==> src/sv/abbt_pkg.sv <==
// Shared types and constants for the alpha bounding box trim block.
package abbt_pkg;

  localparam int unsigned MaxDim = 4096;
  localparam int unsigned PosW   = $clog2(MaxDim);
  localparam int unsigned DimW   = PosW + 1;
  localparam int unsigned AlphaW = 8;
  localparam int unsigned AddrW  = 4;
  localparam int unsigned OutW   = 80;

  localparam logic [DimW-1:0]   WidthRst     = DimW'(64);
  localparam logic [DimW-1:0]   HeightRst    = DimW'(64);
  localparam logic [AlphaW-1:0] ThresholdRst = AlphaW'(30);

  // register indexes (paddr[3:2])
  localparam logic [1:0] RegImageWidth     = 2'd0;
  localparam logic [1:0] RegImageHeight    = 2'd1;
  localparam logic [1:0] RegAlphaThreshold = 2'd2;

  // effective configuration seen by the datapath
  typedef struct packed {
    logic [DimW-1:0]   width;
    logic [DimW-1:0]   height;
    logic [AlphaW-1:0] threshold;
  } cfg_t;

  // bounding box captured at the end of a frame
  typedef struct packed {
    logic            seen;
    logic [PosW-1:0] first_row;
    logic [PosW-1:0] last_row;
    logic [PosW-1:0] left_col;
    logic [PosW-1:0] right_col;
    logic [DimW-1:0] width;
    logic [DimW-1:0] height;
  } box_t;

  typedef struct packed {
    logic [DimW-1:0] crop_height;
    logic [DimW-1:0] crop_width;
    logic [PosW-1:0] trim_right;
    logic [PosW-1:0] trim_left;
    logic [PosW-1:0] trim_bottom;
    logic [PosW-1:0] trim_top;
  } trim_res_t;

  function automatic logic [DimW-1:0] eff_dim(input logic [DimW-1:0] v);
    logic [DimW-1:0] r;
    if (v == '0) begin
      r = DimW'(1);
    end else if (v > DimW'(MaxDim)) begin
      r = DimW'(MaxDim);
    end else begin
      r = v;
    end
    return r;
  endfunction

endpackage

==> src/sv/abbt_cfg.sv <==
// APB register file holding image size and alpha threshold.
module abbt_cfg import abbt_pkg::*; (
  input  logic             clk_i,
  input  logic             rst_ni,
  input  logic             psel,
  input  logic             penable,
  input  logic             pwrite,
  input  logic [AddrW-1:0] paddr,
  input  logic [31:0]      pwdata,
  output logic [31:0]      prdata,
  output logic             pready,
  output cfg_t             cfg_o
);

  logic [DimW-1:0]   width_q, width_d;
  logic [DimW-1:0]   height_q, height_d;
  logic [AlphaW-1:0] thr_q, thr_d;
  logic              wr_en;
  logic [1:0]        reg_idx;

  assign pready  = 1'b1;
  assign wr_en   = psel & penable & pwrite & pready;
  assign reg_idx = paddr[3:2];

  always_comb begin
    width_d  = width_q;
    height_d = height_q;
    thr_d    = thr_q;
    if (wr_en) begin
      unique case (reg_idx)
        RegImageWidth:     width_d  = pwdata[DimW-1:0];
        RegImageHeight:    height_d = pwdata[DimW-1:0];
        RegAlphaThreshold: thr_d    = pwdata[AlphaW-1:0];
        default: ;
      endcase
    end
  end

  always_ff @(posedge clk_i or negedge rst_ni) begin
    if (!rst_ni) begin
      width_q  <= WidthRst;
      height_q <= HeightRst;
      thr_q    <= ThresholdRst;
    end else begin
      width_q  <= width_d;
      height_q <= height_d;
      thr_q    <= thr_d;
    end
  end

  always_comb begin
    unique case (reg_idx)
      RegImageWidth:     prdata = 32'(width_q);
      RegImageHeight:    prdata = 32'(height_q);
      RegAlphaThreshold: prdata = 32'(thr_q);
      default:           prdata = '0;
    endcase
  end

  assign cfg_o.width     = eff_dim(width_q);
  assign cfg_o.height    = eff_dim(height_q);
  assign cfg_o.threshold = thr_q;

endmodule

==> src/sv/abbt_track.sv <==
// Raster counters, opaque bounding box trackers and end-of-frame snapshot register.
module abbt_track import abbt_pkg::*; (
  input  logic              clk_i,
  input  logic              rst_ni,
  input  cfg_t              cfg_i,
  input  logic              pix_valid_i,
  input  logic [AlphaW-1:0] alpha_i,
  output logic              pix_ready_o,
  output logic              snap_valid_o,
  output box_t              snap_o,
  input  logic              snap_ready_i
);

  logic [PosW-1:0] col_q, col_d, row_q, row_d;
  logic            seen_q, seen_d;
  logic [PosW-1:0] first_q, first_d, last_q, last_d;
  logic [PosW-1:0] left_q, left_d, right_q, right_d;
  logic            snap_valid_q, snap_valid_d;
  box_t            snap_q;

  logic            accept, opaque, col_end, row_end, frame_end;
  logic [PosW-1:0] first_u, last_u, left_u, right_u;

  assign pix_ready_o = !snap_valid_q || snap_ready_i;
  assign accept      = pix_valid_i && pix_ready_o;
  assign opaque      = alpha_i > cfg_i.threshold;

  // tracker values with the current pixel folded in
  assign first_u = (opaque && !seen_q) ? row_q : first_q;
  assign last_u  = opaque ? row_q : last_q;
  assign left_u  = (opaque && (col_q < left_q)) ? col_q : left_q;
  assign right_u = (opaque && (col_q > right_q)) ? col_q : right_q;

  // a width or height shrunk mid-frame ends the row or frame at once
  assign col_end   = ({1'b0, col_q} + DimW'(1)) >= cfg_i.width;
  assign row_end   = ({1'b0, row_q} + DimW'(1)) >= cfg_i.height;
  assign frame_end = col_end && row_end;

  always_comb begin
    col_d        = col_q;
    row_d        = row_q;
    seen_d       = seen_q;
    first_d      = first_q;
    last_d       = last_q;
    left_d       = left_q;
    right_d      = right_q;
    snap_valid_d = snap_valid_q && !snap_ready_i;
    if (accept) begin
      if (frame_end) begin
        col_d        = '0;
        row_d        = '0;
        seen_d       = 1'b0;
        first_d      = '0;
        last_d       = '0;
        left_d       = '1;
        right_d      = '0;
        snap_valid_d = 1'b1;
      end else begin
        seen_d  = seen_q || opaque;
        first_d = first_u;
        last_d  = last_u;
        left_d  = left_u;
        right_d = right_u;
        col_d   = col_end ? '0 : col_q + PosW'(1);
        row_d   = col_end ? row_q + PosW'(1) : row_q;
      end
    end
  end

  always_ff @(posedge clk_i or negedge rst_ni) begin
    if (!rst_ni) begin
      col_q        <= '0;
      row_q        <= '0;
      seen_q       <= 1'b0;
      first_q      <= '0;
      last_q       <= '0;
      left_q       <= '1;
      right_q      <= '0;
      snap_valid_q <= 1'b0;
    end else begin
      col_q        <= col_d;
      row_q        <= row_d;
      seen_q       <= seen_d;
      first_q      <= first_d;
      last_q       <= last_d;
      left_q       <= left_d;
      right_q      <= right_d;
      snap_valid_q <= snap_valid_d;
    end
  end

  always_ff @(posedge clk_i) begin
    if (accept && frame_end) begin
      snap_q.seen      <= seen_q || opaque;
      snap_q.first_row <= first_u;
      snap_q.last_row  <= last_u;
      snap_q.left_col  <= left_u;
      snap_q.right_col <= right_u;
      snap_q.width     <= cfg_i.width;
      snap_q.height    <= cfg_i.height;
    end
  end

  assign snap_valid_o = snap_valid_q;
  assign snap_o       = snap_q;

endmodule

==> src/sv/abbt_trim.sv <==
// Trim margin and crop size computation into the result register.
module abbt_trim import abbt_pkg::*; (
  input  logic      clk_i,
  input  logic      rst_ni,
  input  logic      snap_valid_i,
  input  box_t      snap_i,
  output logic      snap_ready_o,
  output logic      res_valid_o,
  output trim_res_t res_o,
  input  logic      res_ready_i
);

  logic            res_valid_q, res_valid_d;
  trim_res_t       res_q, res_d;
  logic            load;
  logic [PosW-1:0] half_w, half_h, gap_b, gap_r;
  logic [PosW-1:0] top, bot, lft, rgt;
  logic [DimW-1:0] gap_b_full, gap_r_full;

  assign snap_ready_o = !res_valid_q || res_ready_i;
  assign load         = snap_valid_i && snap_ready_o;

  assign half_w = PosW'(snap_i.width >> 1);
  assign half_h = PosW'(snap_i.height >> 1);

  // distance to the far edge, zero when the position lies at or past it
  assign gap_b_full = snap_i.height - DimW'(1) - {1'b0, snap_i.last_row};
  assign gap_r_full = snap_i.width - DimW'(1) - {1'b0, snap_i.right_col};
  assign gap_b = (({1'b0, snap_i.last_row} + DimW'(1)) >= snap_i.height) ? '0
               : gap_b_full[PosW-1:0];
  assign gap_r = (({1'b0, snap_i.right_col} + DimW'(1)) >= snap_i.width) ? '0
               : gap_r_full[PosW-1:0];

  always_comb begin
    if (snap_i.seen) begin
      top = (snap_i.first_row < half_h) ? snap_i.first_row : half_h;
      bot = (gap_b < half_h) ? gap_b : half_h;
      lft = (snap_i.left_col < half_w) ? snap_i.left_col : half_w;
      rgt = (gap_r < half_w) ? gap_r : half_w;
    end else begin
      top = half_h;
      bot = half_h;
      lft = half_w;
      rgt = half_w;
    end
  end

  always_comb begin
    res_d.trim_top    = top;
    res_d.trim_bottom = bot;
    res_d.trim_left   = lft;
    res_d.trim_right  = rgt;
    res_d.crop_width  = snap_i.width - {1'b0, lft} - {1'b0, rgt};
    res_d.crop_height = snap_i.height - {1'b0, top} - {1'b0, bot};
    res_valid_d       = load || (res_valid_q && !res_ready_i);
  end

  always_ff @(posedge clk_i or negedge rst_ni) begin
    if (!rst_ni) begin
      res_valid_q <= 1'b0;
    end else begin
      res_valid_q <= res_valid_d;
    end
  end

  always_ff @(posedge clk_i) begin
    if (load) begin
      res_q <= res_d;
    end
  end

  assign res_valid_o = res_valid_q;
  assign res_o       = res_q;

endmodule

==> src/sv/alpha_bounding_box_trim.sv <==
// Top level of the opaque pixel bounding box auto-crop block.
//
//  channel | dir | handshake                 | content
//  s_axis  | in  | s_axis_tvalid/tready      | alpha, one pixel in raster order
//  m_axis  | out | m_axis_tvalid/tready      | four trims and crop size, one per frame
//  apb     | in  | psel/penable/pwrite/pready| width 0x0, height 0x4, threshold 0x8
//
// One pixel per cycle while s_axis_tready is high; the per-pixel compare and min/max
// update run in the accept cycle. m_axis_tvalid rises once a frame's last pixel has
// passed the snapshot register and then the trim arithmetic into the result register.
// Reset clears counters and trackers and loads width 64, height 64, threshold 30.
// A stalled result holds the snapshot stage; pixels keep flowing until both hold one.
module alpha_bounding_box_trim import abbt_pkg::*; (
  input  logic             clk_i,
  input  logic             rst_ni,
  input  logic             s_axis_tvalid,
  output logic             s_axis_tready,
  input  logic [7:0]       s_axis_tdata,  // [7:0] alpha
  output logic             m_axis_tvalid,
  input  logic             m_axis_tready,
  // [11:0] trim_top, [23:12] trim_bottom, [35:24] trim_left, [47:36] trim_right,
  // [60:48] crop_width, [73:61] crop_height, [79:74] zero
  output logic [OutW-1:0]  m_axis_tdata,
  input  logic             psel,
  input  logic             penable,
  input  logic             pwrite,
  input  logic [AddrW-1:0] paddr,
  input  logic [31:0]      pwdata,
  output logic [31:0]      prdata,
  output logic             pready
);

  cfg_t      cfg;
  box_t      snap;
  logic      snap_valid, snap_ready;
  trim_res_t res;

  abbt_cfg u_cfg (
    .clk_i   (clk_i),
    .rst_ni  (rst_ni),
    .psel    (psel),
    .penable (penable),
    .pwrite  (pwrite),
    .paddr   (paddr),
    .pwdata  (pwdata),
    .prdata  (prdata),
    .pready  (pready),
    .cfg_o   (cfg)
  );

  abbt_track u_track (
    .clk_i        (clk_i),
    .rst_ni       (rst_ni),
    .cfg_i        (cfg),
    .pix_valid_i  (s_axis_tvalid),
    .alpha_i      (s_axis_tdata[AlphaW-1:0]),
    .pix_ready_o  (s_axis_tready),
    .snap_valid_o (snap_valid),
    .snap_o       (snap),
    .snap_ready_i (snap_ready)
  );

  abbt_trim u_trim (
    .clk_i        (clk_i),
    .rst_ni       (rst_ni),
    .snap_valid_i (snap_valid),
    .snap_i       (snap),
    .snap_ready_o (snap_ready),
    .res_valid_o  (m_axis_tvalid),
    .res_o        (res),
    .res_ready_i  (m_axis_tready)
  );

  assign m_axis_tdata = OutW'(res);

  // left and right trims plus crop width never exceed the maximum dimension
  assert property (@(posedge clk_i) disable iff (!rst_ni)
    m_axis_tvalid |-> ((DimW+1)'(res.trim_left) + (DimW+1)'(res.trim_right)
                       + (DimW+1)'(res.crop_width)) <= (DimW+1)'(MaxDim))
    else $error("crop width plus trims exceeds maximum dimension");

  assert property (@(posedge clk_i) disable iff (!rst_ni)
    !s_axis_tready |-> snap_valid && m_axis_tvalid)
    else $error("pixel input stalled while the result path has room");

  assert property (@(posedge clk_i) disable iff (!rst_ni)
    (snap_valid && snap_ready) |=> m_axis_tvalid)
    else $error("snapshot handed over but no result appeared");

  assert property (@(posedge clk_i) disable iff (!rst_ni)
    (snap_valid && !snap_ready) |=> snap_valid && $stable(snap))
    else $error("held snapshot changed while the result stage was full");

endmodule
==> config.mk <==
export PLATFORM = sky130hd
export DESIGN_NAME = alpha_bounding_box_trim
export DESIGN_NICKNAME = d
export VERILOG_FILES = /design/src/sv/abbt_pkg.sv /design/src/sv/abbt_cfg.sv /design/src/sv/abbt_track.sv /design/src/sv/abbt_trim.sv /design/src/sv/alpha_bounding_box_trim.sv
export SDC_FILE = /design/constraint.sdc
export NUM_CORES = 1
export LEC_CHECK = 0
export ABC_AREA = 1
export BUFFER_PORTS_ARGS = -buffer_cell sky130_fd_sc_hd__buf_4
export CAP_MARGIN = 10
export CORE_MARGIN = 1.5
export CORE_UTILIZATION = 56
export CTS_BUF_LIST = sky130_fd_sc_hd__clkbuf_8
export CTS_CLUSTER_SIZE = 10
export DETAILED_ROUTE_END_ITERATION = 8
export PLACE_DENSITY = 0.79
export SETUP_SLACK_MARGIN = 0.15
export SYNTH_ARGS = -nofsm -noshare
export SYNTH_HDL_FRONTEND = slang
export SYNTH_SLANG_ARGS = --single-unit
==> constraint.sdc <==
create_clock -name clk_i -period 6.47 [get_ports clk_i]
set_input_delay 0.647 -clock clk_i [delete_from_list [all_inputs] [get_ports clk_i]]
set_output_delay 0.647 -clock clk_i [all_outputs]
set_load 0.01 [all_outputs]
Word level (Yosys, flattened, before mapping)
Index checks and enable logic that the tools add are counted.
- flip-flop bits (word level): 258
- output and inout bits: 115
- word-level logic and storage cells: 112
- bits of input ports: 51
- bitwise logic cells: 2
- order comparisons: 13
- reductions and logical operators: 26
- equal/unequal tests: 2
- muxes and demuxes: 30
- $add $sub $neg: 14
- operator list (kind ; number):
    $mux W12 ; 22
    $lt A12 B12 Y1 ; 5
    $add A12 B1 Y13 const B ; 4
    $ge A13 B13 Y1 ; 4
    $mux W13 ; 4
    $sub A13 B12 Y13 ; 4
    $pmux W13 S3 ; 1
    $gt A13 B13 Y1 const B ; 2
    $logic_not A13 Y1 ; 2
    $add A12 B1 Y12 const B ; 2
    $sub A12 B1 Y12 const B ; 2
    $sub A12 B12 Y12 ; 2
    $gt A12 B12 Y1 ; 1
    $logic_and A1 B1 Y1 ; 9
    $gt A8 B8 Y1 ; 1
    $reduce_and A2 Y1 ; 4
    $logic_not A1 Y1 ; 5
    $logic_or A1 B1 Y1 ; 4
    $mux W1 ; 3
    $and A1 B1 Y1 ; 2
    $eq A2 B1 Y1 const B ; 1
    $eq A2 B2 Y1 const B ; 1
    $logic_not A2 Y1 ; 1
    $reduce_bool A2 Y1 ; 1

Longest topological paths before layout
Gate-level depths: netlist (run 1).
- word-level depth: 7
- mapped depth: 42
- depth with buffers taken out: 41

Cells and area by module
From an unflattened synthesis (run 1), not the netlist that was laid out.
- cells, all modules: 2267
- area, all modules: 18529.0 um^2
- by module, submodules not included (module ; area each (um^2) ; instances ; sequential area each (um^2) ; cells each):
    abbt_trim ; 8505.7 ; 1 ; 2247.2 ; 1103
    abbt_track ; 7863.8 ; 1 ; 4119.0 ; 881
    abbt_cfg ; 2110.8 ; 1 ; 858.3 ; 276
    alpha_bounding_box_trim ; 48.8 ; 1 ; 0.0 ; 7

Worst setup path after synthesis (run 1)
OpenSTA, ideal clock, no wires.
- kind: register -> register
- start: register u_track.snap_q, in the netlist u_track.snap_o[27]
- end: register u_trim.res_q, in the netlist u_trim.res_o[60], data pin
- slack: 319 ps
- buffers on the path: 1
- data arrival time: 5889 ps
- cell stages (with the launch flop): 43
- clock period less this slack: 6151 ps
- library setup time: 262 ps
- required time: 6208 ps
- cell sequence: edfxtp_1 ha_1 nand2_1 nor2_1 nand3_1 nor2_1 nand2_1 nor2_1 nand3_1 nand2_1 inv_1 ha_1 nand2_1 nand2_1 nand2_1 nand2_1 a21oi_2 nand2_1 (+7 left out) o21ai_0 a31oi_1 nand2_2 buf_6 nand2_1 nand2_1 fa_1 inv_1 ha_1 or2_1 fa_1 nand3_1 nand2_1 a21oi_1 o21ai_0 a21oi_1 o21bai_1 xor2_1
- RTL lines (item ; RTL line ; text):
    start, declared ; abbt_track.sv:19 ; box_t snap_q;
    end signal, assigned ; abbt_trim.sv:68 ; res_q <= res_d;
    end, declared ; abbt_trim.sv:14 ; trim_res_t res_q, res_d;

==> results of run 1 <==
[cell usage after synthesis (all sizes together) (17+ instances only)]
master / number
nand3: 113
ha: 181
o21ai: 147
buf: 62
fa: 26
dfrtp: 91
nor2: 130
clkbuf: 19
nand2: 523
a21oi: 125
edfxtp: 149
o211ai: 17
dfstp: 18
nand4: 18
inv: 346
xor2: 55
[power breakdown]
part / switching [mW] / internal (mW) / total (mW)
Combinational: 2.36 / 1.61 / 3.96
Clock: 0.681 / 0.700 / 1.38
Sequential: 0.254 / 2.33 / 2.58
Total: 3.29 / 4.63 / 7.93
[metal layers]
layer / up-vias / GRT usage [%]
li1: 7327 / -
met1: 6908 / 32.9
met2: 493 / 41.7
met3: 88 / 3.77
met4: 0 / 7.57
met5: - / 0
[cells in the final DEF, fill, tap and decap left out, types with 13 or more instances in the layout]
master and instances:
o21ai_0 113, nand2_1 507, nor2_1 112, o21a_1 13, edfxtp_1 149, o21ai_1 21
conb_1 26, o21ai_2 13, buf_4 172, nand4_1 17, inv_1 345, o211ai_1 17
fa_1 24, ha_1 173, clkbuf_8 45, xor2_1 55, o22ai_1 13, nand3_1 100
nand2_2 15, a21oi_2 16, nor2_2 14, dfrtp_1 91, dfstp_2 18, a21oi_1 105
[sequential cells by signal, summed over array words and instances, names as in the netlist, 13 cells and up]
name and count:
u_track.snap_o 75, u_trim.res_o 74, u_cfg.height_q 13, u_cfg.width_q 13
[through the flow]
step	hold WS [ns]	std cells	setup slack, ns	instance area (sq um)
after detailed placement	0.465	2645	-0.0766	19300
after floorplan	0.351	2163	0.319	18100
after global routing	0.322	2741	-0.139	20600
after CTS	0.316	2728	0.154	20200
final	0.347	2741	0.344	20600
after global placement	0.461	2645	0.127	19300
[logic make-up (layout without fill, tap and decap cells)]
group	count (synthesis)	after routing
AND/OR/NAND/NOR	827	827
buffers and inverters	428	604
AO/OA/AOI/OAI	350	350
flip-flops	258	258
adder cells (fa/ha/maj)	207	207
XOR/XNOR	67	67
other	2	26
[final cells by class]
cell class,count,area [sq um]
fillers,2525,11000
clock buffers,45,619
clock inverters,34,205
multi-input cells,1477,9380
inverters,347,1310
well taps,402,503
flip-flops and latches,258,7220
repair buffers,178,1360
[worst min-delay path: stages]
cell and delay [ns]:
buf_4 0.11, inv_1 0.06, o21ai_0 0.08
[path summary, 6_finish.rpt]
| path | start | end | cells past startpoint |
|---|---|---|---|
| min in group asynchronous | rst_ni | u_track.col_q[2] | 2 |
| hold / removal | pwdata[11] | u_cfg.width_q[11] | 3 |
| setup reg to reg | u_track.snap_o[27] | u_trim.res_o[60] | 36 |
| setup / recovery | u_track.snap_o[27] | u_trim.res_o[60] | 36 |
| hold reg to reg | u_track.last_q[11] | u_track.last_q[11] | 2 |
| max in group asynchronous | rst_ni | u_track.first_q[10] | 3 |
[what timing repair did]
action                     4_1_cts  5_1_grt
setup endpoints to repair        6       20
resized for setup                5       79
pin swaps                        0       20
hold buffers                     1        0
setup buffers                    3       13
hold endpoints to repair        16        0
==> results.ini, run 1 <==
[logic_synthesis]
synth_seq_cells = 258
synth_top_family_by_area = simple AND/OR/NAND/NOR gates
synthCells = 2139
yosysTopAreaCell = edfxtp_1
synth_cell_types = 58
synth-main-ff-cell = edfxtp_1
synth-edff-count = 149
synth.mux.area_fraction_pct = 0
synthSimpleGateAreaFrac_pct = 19.4
yosysSeqAreaShare_pct = 40.1
yosysWarnings = 0
synth_compound_area_share_pct = 11.6
yosysTopAreaCellShare_pct = 24.8
synth_area_leaders = edfxtp_1 (25%), dfrtp_1 (13%), ha_1 (13%), nand2_1 (11%), inv_1 (7.1%)
synth_fa_ha_area_share_pct = 15.5
synthArstFlopShare_pct = 42.2
synth.avg_cell_area_sq_um = 8.42
synthesis.area_sq_um = 18000
synth_xor_area_share_pct = 3.26

[clocking]
cts.path.max_buffers = 3
cts-root-buf = clkbuf_8
clk_pin_slew_ns = 0.06
clock_latency_ns = 0.59
cts_tree = built
htree_levels = 2
numCtsBuffers = 43
cts_sinks = 258

[sta]
relSlewSlack_pct = 25.0
clock_skew_ns = 0.0395
setup_viol = 0
setup_tns_ns = 0
hold_viol_final = 0
slew_violations = 0
period_needed_ns = 6.13
rsz0062_at_grt = yes
period_share_pct = 94.7
worst_pin_slew_ns = 1.12
max_freq_mhz = 163

[pwr]
p_leak_nw = 10.2
power_density_nw_per_um2 = 385
finalPower_mw = 7.93
vdd.ir_drop.worst_mv = 0.175

[finish]
area.growth.synth_to_final_pct = 14.3
antenna_cells = 0
final_net_count = 2563
fin_util_pct = 65.1
drive_gt1_share_pct = 16.1

[drt]
via_per_inst = 5.41
drt-met1-wl_mm = 18.3
avgRoutedWirePerCell_um = 15.1
drtPass1Iterations = 5
wl_mm = 41.3
drc = 0
top_layer_used = met4
vias = 14816
met2_length_mm = 19.3
drtAntennaViolNets = 0
wl_met3_mm = 2.59
dr.first_iter.drc_count = 917

[floorplanning]
start_util_pct = 56.9
die_y_um = 182
core_sq_um = 31600
pin_count = 166
rows = 65
die-area_sq_um = 33200
die_w_um = 182

[critical_path]
critPathKind = flip-flop to flip-flop
critical_path.most_common_cell = nand2_2
crit_path_end_kind = flip-flop
path_buf_inv = 3
critPathRequiredTime_ns = 6.79
slowest_delay_ns = 0.52
cp_max_fo = 5
worst_setup_path_start_kind = flip-flop
cp_top_family = simple AND/OR/NAND/NOR gates
critPathSlowestCell = fa_1
arrival_ns = 6.45
rrSetupSlack_ns = 0.34

[global_route]
grt_overflow = 0
grt_pass1_wl_mm = 66.9
grt_max_degree = 85
track_usage_pct = 24.7
grt_pass1_vias = 14154
antenna_found_initial = 0

[outcome]
status = completed

[placed_design]
globalplace.congestion = 0.926
numPortBuffers = 118
place_hpwl_mm = 31.9

[hold_path]
hp-class = input port to flip-flop

[flow_run]
maxCapViolCount = 0

Power figures use the tool's default switching activity.
==> run 2, diff against run 1 <==
--- a/config.mk
+++ b/config.mk
@@ -9,12 +9,13 @@
 export BUFFER_PORTS_ARGS = -buffer_cell sky130_fd_sc_hd__buf_4
 export CAP_MARGIN = 10
 export CORE_MARGIN = 1.5
-export CORE_UTILIZATION = 56
-export CTS_BUF_LIST = sky130_fd_sc_hd__clkbuf_8
+export CORE_UTILIZATION = 48
+export CTS_BUF_LIST = sky130_fd_sc_hd__clkbuf_4
 export CTS_CLUSTER_SIZE = 10
 export DETAILED_ROUTE_END_ITERATION = 8
-export PLACE_DENSITY = 0.79
+export PLACE_DENSITY = 0.69
 export SETUP_SLACK_MARGIN = 0.15
+export SLEW_MARGIN = 20
 export SYNTH_ARGS = -nofsm -noshare
 export SYNTH_HDL_FRONTEND = slang
 export SYNTH_SLANG_ARGS = --single-unit
==> run 2 against run 1 <==
  * Global-route usage shrank 2.7 points
  * Non-clock buffer count grew 4
  * Combinational power fell by 1%
  * Clock skew up 0.018 ns
  * Cell area grew 1.0%
  * Routed wire length up 2.2%
  * Worst setup slack lost 0.16 ns
  * Via count is 0.22% lower
  * Maximum frequency decreased by 2.6%
  * Sequential share of layout area decreased by 0.36 points
  * Total power is 1.7% higher
  * Sequential cell count did not move
  * Largest power group unchanged
==> results.ini, run 2 (same netlist as run 1, synthesis figures left out) <==
[outcome]
status = completed

[sta]
rsz0062_at_grt = yes
setup_viol = 0  ; unchanged
relSlewSlack_pct = 37.7  ; +13 points
period_needed_ns = 6.29  ; +0.161 ns
fin_hold_ws_ns = 0.200  ; -0.147 ns
period_share_pct = 97.2  ; +2.5 points
slew_violations = 0  ; unchanged
max_freq_mhz = 159  ; -2.6%
clock_skew_ns = 0.0575  ; +0.0180 ns
worst_pin_slew_ns = 0.935  ; -0.189 ns
hold_viol_final = 0  ; unchanged

[pwr]
power_density_nw_per_um2 = 387  ; +0.64%
switchingPower_mw = 3.28  ; -0.41%
internal_power_mw = 4.78  ; +3.2%
finalPower_mw = 8.06  ; +1.7%
seqPwrFrac_pct = 32.0  ; -0.6 points
p_leak_nw = 10.3  ; +1.2%
switching_share_pct = 40.7  ; -0.86 points
vdd.ir_drop.worst_mv = 0.160  ; -9.0%
power_frac_clock_pct = 19.5  ; +2.1 points
pwr-share-comb_pct = 48.5  ; -1.5 points

[critical_path]
crit_path_end_kind = flip-flop
critPathKind = flip-flop to flip-flop
crit_start = u_track.snap_o[27]
critPathRequiredTime_ns = 6.92  ; +0.13 ns
r2r_cells = 42  ; +17%
worst_setup_path_start_kind = flip-flop
critical_path.most_common_cell = nand2_2
slowest_delay_ns = 0.52  ; about the same
r2r-end = u_trim.res_o[60]
r2r_start = u_track.snap_o[27]
cp_top_family = simple AND/OR/NAND/NOR gates
arrival_ns = 6.74  ; +0.29 ns
path_buf_inv = 5  ; +2
cp_max_fo = 4  ; -1
rrSetupSlack_ns = 0.18  ; -0.16 ns
path_depth = 42  ; +17%
critPathSlowestCell = fa_1

[finish]
final_net_count = 2593  ; +1.2%
layout_common_cells = nand2_1 (508), inv_1 (335), buf_4 (179)
largest_register_ffs = 75  ; unchanged
layout_commonest_cell = nand2_1
drive_gt1_share_pct = 17.6  ; +1.5 points
area.growth.synth_to_final_pct = 15.5
nFillCells = 3352  ; +33%

[global_route]
grt_pass1_wl_mm = 68.4  ; +2.3%
track_usage_pct = 22.0  ; -2.7 points
antenna_found_initial = 1  ; +1
grt_max_degree = 78  ; -8.2%
grt_overflow = 0  ; unchanged
grt_pass1_vias = 14123  ; -0.22%

[floorplanning]
rows = 70  ; +7.7%
pin_count = 166  ; unchanged
die-area_sq_um = 38700  ; +16%
die_w_um = 197  ; +7.9%
start_util_pct = 49.0  ; -8.0 points
core_sq_um = 36800  ; +16%
die_y_um = 197  ; +7.9%

[hold_path]
min_path_cells = 3  ; unchanged
holdPathEnd = u_cfg.height_q[10]
hold_start = pwdata[10]
hp-class = input port to flip-flop

[clocking]
cts.path.max_buffers = 3  ; unchanged
htree_levels = 3  ; +1
cts-root-buf = clkbuf_4
cts_sinks = 258  ; unchanged
clk_pin_slew_ns = 0.06  ; about the same
numCtsBuffers = 69  ; +60%
cts_tree = built
clock_latency_ns = 0.75  ; +0.16 ns

[drt]
avgRoutedWirePerCell_um = 14.8  ; -2.0%
drtAntennaViolNets = 0  ; unchanged
drt-met1-wl_mm = 19.6  ; +6.9%
wl_mm = 42.2  ; +2.2%
met2_length_mm = 19.2  ; -0.85%
dr.first_iter.drc_count = 1069  ; +17%
vias = 14783  ; -0.22%
via_per_inst = 5.17  ; -4.4%
top_layer_used = met4
drtPass1Iterations = 5  ; unchanged
wl_met3_mm = 2.50  ; -3.6%
drc = 0  ; unchanged

[placed_design]
globalplace.congestion = 0.909  ; -1.8%
place_hpwl_mm = 32.5  ; +2.0%
numPortBuffers = 118  ; unchanged

[flow_run]
maxCapViolCount = 0  ; unchanged

==> run 2: power by group through the flow <==
stage	registers [mW]	clock network, mW	logic [mW]
2_1_floorplan	2.57	0	2.70
3_3_place_gp	2.59	0	3.59
3_5_place_dp	2.60	0	3.72
4_1_cts	2.57	1.63	3.75
5_1_grt	2.62	1.72	4.42
6_report	2.58	1.57	3.91
==> run 2: area by class of cell <==
class                           count  area (sq um)  area share, %
Multi-Input combinational cell   1477          9340           44.9
Clock inverter                     22           174          0.836
Timing Repair Buffer              182          1390           6.69
Antenna cell                        1          2.50         0.0120
Clock buffer                      105           788           3.79
Inverter                          347          1310           6.28
Sequential cell                   258          7220           34.7
Tap cell                          468           586           2.81
==> run 2: through the flow <==
stage               setup WS [ns]  setup TNS, ns  area, sq um  instances  util (%)
finish                      0.183              0        20800       2860      56.6
global route               -0.235         -0.734        20800       2860      56.6
CTS                         0.183              0        20500       2848      55.6
detailed placement        -0.0264        -0.0264        19500       2719      52.9
global placement            0.100              0        19500       2719      52.9
floorplan                   0.319              0        18100       2163         -
==> run 2: worst max path at each step <==
stage	endpoint
finish	u_trim.res_o[60]
global route	u_trim.res_o[60]
CTS	u_trim.res_o[60]
detailed placement	u_trim.res_o[60]
global placement	u_trim.res_o[60]
floorplan	u_trim.res_o[60]
==> run 2: worst reg2reg max path: cells and delay by family (launching register included) <==
kind / cells / cell delay (ns)
buf+inv: 5 / 0.50
flops: 1 / 0.38
simple gates: 19 / 1.71
xor+xnor: 1 / 0.14
compound gates: 11 / 1.59
fa+ha+maj: 6 / 1.70
==> run 2: metal layers <==
metal | vias up | GRT usage, %
met5 | - | 0
met4 | 0 | 7.80
met3 | 70 | 3.88
met2 | 404 | 35.1
met1 | 6875 | 30.2
li1 | 7434 | -
==> run 2: repair_timing <==
item | CTS | global route
hold buffers | 1 | 0
hold endpoints to repair | 26 | 0
resized for setup | 6 | 64
pin swaps | 1 | 32
setup endpoints to repair | 4 | 19
setup buffers | 1 | 10
==> run 3, diff against run 2 <==
--- a/config.mk
+++ b/config.mk
@@ -18,4 +18,5 @@
 export SLEW_MARGIN = 20
 export SYNTH_ARGS = -nofsm -noshare
 export SYNTH_HDL_FRONTEND = slang
+export SYNTH_HIERARCHICAL = 1
 export SYNTH_SLANG_ARGS = --single-unit
==> run 3 against run 2 <==
  * Routed wire length rose by 14%
  * Count of clock-buffer cells in the layout is 10 lower
  * Critical path depth is 1 lower
  * Worst setup slack improved by 0.16 ns
  * Hold slack got worse by 0.022 ns
  * Non-clock buffer count is 11 lower
  * Core utilization about the same
  * Highest routed layer unchanged
  * Sequential cell count unchanged
==> results.ini, run 3 <==
[drt]
dr.first_iter.drc_count = 1015  ; -5.1%
via_per_inst = 5.12  ; -0.94%
vias = 15474  ; +4.7%
drtPass1Iterations = 5  ; unchanged
drtAntennaViolNets = 0  ; unchanged
avgRoutedWirePerCell_um = 15.9  ; +7.7%
wl_mm = 48.0  ; +14%
drc = 0  ; unchanged

[critical_path]
cp_max_fo = 5  ; +1
critPathRequiredTime_ns = 6.93  ; about the same
crit_path_end_kind = flip-flop
critPathKind = flip-flop to flip-flop
worst_setup_path_start_kind = flip-flop
rrSetupSlack_ns = 0.34  ; +0.16 ns
r2r-end = u_trim/res_o[73]
critPathSlowestCell = fa_1
arrival_ns = 6.59  ; -0.15 ns
r2r_start = u_track/snap_o[51]
critical_path.most_common_cell = nand2_1
slowest_delay_ns = 0.53  ; about the same
r2r_cells = 41  ; -2.4%

[pwr]
p_leak_nw = 10.6  ; +3.5%
power_density_nw_per_um2 = 480  ; +24%
vdd.ir_drop.worst_mv = 0.198  ; +24%
finalPower_mw = 10.3  ; +28%

[hold_path]
min_path_cells = 3  ; unchanged
holdPathEnd = u_cfg/height_q[11]
hold_start = pwdata[11]
hp-class = input port to flip-flop

[clocking]
htree_levels = 3  ; unchanged
cts.path.max_buffers = 3  ; unchanged
cts_sinks = 258  ; unchanged
clk_pin_slew_ns = 0.07  ; about the same
clock_latency_ns = 0.76  ; about the same
cts-root-buf = clkbuf_4
numCtsBuffers = 71  ; +2.9%
cts_tree = built

[logic_synthesis]
synth_seq_cells = 258  ; unchanged
synthArstFlopShare_pct = 42.2  ; unchanged
yosysSeqAreaShare_pct = 39.0  ; -1.1 points
yosysTopAreaCell = edfxtp_1
yosysWarnings = 6  ; +6
synth-main-ff-cell = edfxtp_1
synth-edff-count = 149  ; unchanged
synth_cell_types = 57  ; -1.7%
synthTopCellsByCount = nand2_1 (651), inv_1 (320), ha_1 (181)
yosysTopAreaCellShare_pct = 24.1  ; -0.69 points
synth_area_leaders = edfxtp_1 (24%), nand2_1 (13%), dfrtp_1 (12%), ha_1 (12%), inv_1 (6.5%)
synthesis.area_sq_um = 18500  ; +2.9%
synthCells = 2267  ; +6.0%
synth.avg_cell_area_sq_um = 8.17  ; -2.9%
synth_most_common_cell = nand2_1

[sta]
hold_viol_final = 0  ; unchanged
setup_viol = 0  ; unchanged
fin_hold_ws_ns = 0.178  ; -0.0220 ns
max_freq_mhz = 163  ; +2.6%
setup_tns_ns = 0  ; unchanged
slew_violations = 0  ; unchanged
clock_skew_ns = 0.0774  ; +0.0198 ns
worst_pin_slew_ns = 0.989  ; +0.0536 ns
period_share_pct = 94.7  ; -2.5 points
rsz0062_at_grt = yes
period_needed_ns = 6.13  ; -0.161 ns
relSlewSlack_pct = 33.9  ; -3.7 points

[finish]
layout_common_cells = nand2_1 (644), inv_1 (307), ha_1 (172)
largest_register_ffs = 75  ; unchanged
final_net_count = 2710  ; +4.5%
layout_commonest_cell = nand2_1
fin_cells = 3022  ; +5.7%
fin_util_pct = 56.6  ; about the same
drive_gt1_share_pct = 18.4  ; +0.84 points
area.growth.synth_to_final_pct = 15.5  ; about the same

[placed_design]
numPortBuffers = 118  ; unchanged
dp.cells = 2871  ; +5.6%
place_hpwl_mm = 35.8  ; +9.9%
globalplace.congestion = 0.966  ; +6.2%

[floorplanning]
pin_count = 166  ; unchanged
core_sq_um = 37800  ; +2.9%
start_util_pct = 49.0  ; about the same
die_w_um = 199  ; +1.4%
rows = 71  ; +1.4%
die_y_um = 199  ; +1.4%
die-area_sq_um = 39800  ; +2.8%

[global_route]
grt_pass1_wl_mm = 74.1  ; +8.3%
grt_pass1_vias = 14622  ; +3.5%
grt_max_degree = 77  ; -1.3%
antenna_found_initial = 1  ; unchanged
track_usage_pct = 24.0  ; +2.0 points
grt_overflow = 0  ; unchanged

[flow_run]
maxCapViolCount = 0  ; unchanged

[outcome]
status = completed

run 3: changes by cell type after synthesis, moves of 10 or more:
| cell | change |
|---|---|
| o21ai_1 | +17 |
| inv_1 | -20 |
| nand3b_1 | -10 |
| a21oi_1 | +10 |
| o211ai_1 | -12 |
| o21ai_0 | -47 |
| o21a_1 | -10 |
| nand2_1 | +134 |
| o21ai_2 | +13 |
| and2_1 | +13 |
| nand3_1 | +41 |
run 3: cell type report:
cell class,count,area [sq um]
tap,511,639
antenna,1,2.50
timing repair buffer,171,1350
sequential,258,7220
clock buffer,95,713
multi-input combinational,1620,9980
inverter,330,1240
fill,3504,16400
clock inverter,36,251
run 3: metrics by stage:
stage          setup slack, ns  area, sq um
2_1_floorplan            0.446        18600
3_3_place_gp            0.0635        19900
6_report                 0.344        21400
5_1_grt                -0.0355        21400
4_1_cts                  0.171        20900
3_5_place_dp           -0.0282        19900
run 3: what timing repair did:
| item | in CTS | in global routing |
|---|---|---|
| hold buffers | 1 | 0 |
| pin swaps | 1 | 29 |
| setup endpoints to repair | 11 | 19 |
| setup buffers | 2 | 14 |
| gates resized for setup | 4 | 94 |
| cloned | 0 | 1 |
| hold endpoints to repair | 28 | 0 |
run 3: how the worst max path moves through the flow:
stage	start	end	slack [ns]
finish	u_track/snap_o[51]	u_trim/res_o[73]	0.34
global route	u_track/snap_o[51]	u_trim/res_o[73]	-0.04
CTS	u_track/snap_o[27]	u_trim/res_o[58]	0.17
detailed placement	u_track/snap_o[51]	u_trim/res_o[73]	-0.03
global placement	u_track/snap_o[51]	u_trim/res_o[73]	0.06
floorplan	u_track/snap_o[51]	u_trim/res_o[73]	0.45
run 3: power breakdown:
group          switching, mW  leakage (nW)  total [mW]  internal (mW)
Sequential             0.332          2.71        2.85           2.52
Combinational           3.55          7.36        5.87           2.32
Clock                  0.716         0.562        1.57          0.851
Total                   4.60          10.6        10.3           5.69
run 3: cell families after synthesis:
family	Yosys count	synth area share, %
flops	258	39.0
compound gates	301	9.46
other cells	3	0.0608
fa+ha+maj	207	15.0
xor+xnor	66	3.12
buf+inv	412	9.73
simple gates	1020	23.6
run 3: worst max-delay path, delay by kind of cell (launching register included):
family,cells,cell delay (ns)
compound gates,6,0.93
xor+xnor,2,0.19
fa+ha+maj,6,1.73
buf+inv,9,0.82
flops,1,0.42
simple gates,18,1.78
run 3: metal layers:
| metal | GRT usage, % | vias up | routed length, um |
|---|---|---|---|
| li1 | - | 7761 | - |
| met1 | 32.6 | 7115 | 22000 |
| met2 | 37.9 | 484 | 21600 |
| met3 | 4.14 | 114 | 2900 |
| met4 | 10.2 | 0 | 1550 |
| met5 | 0 | - | 0 |
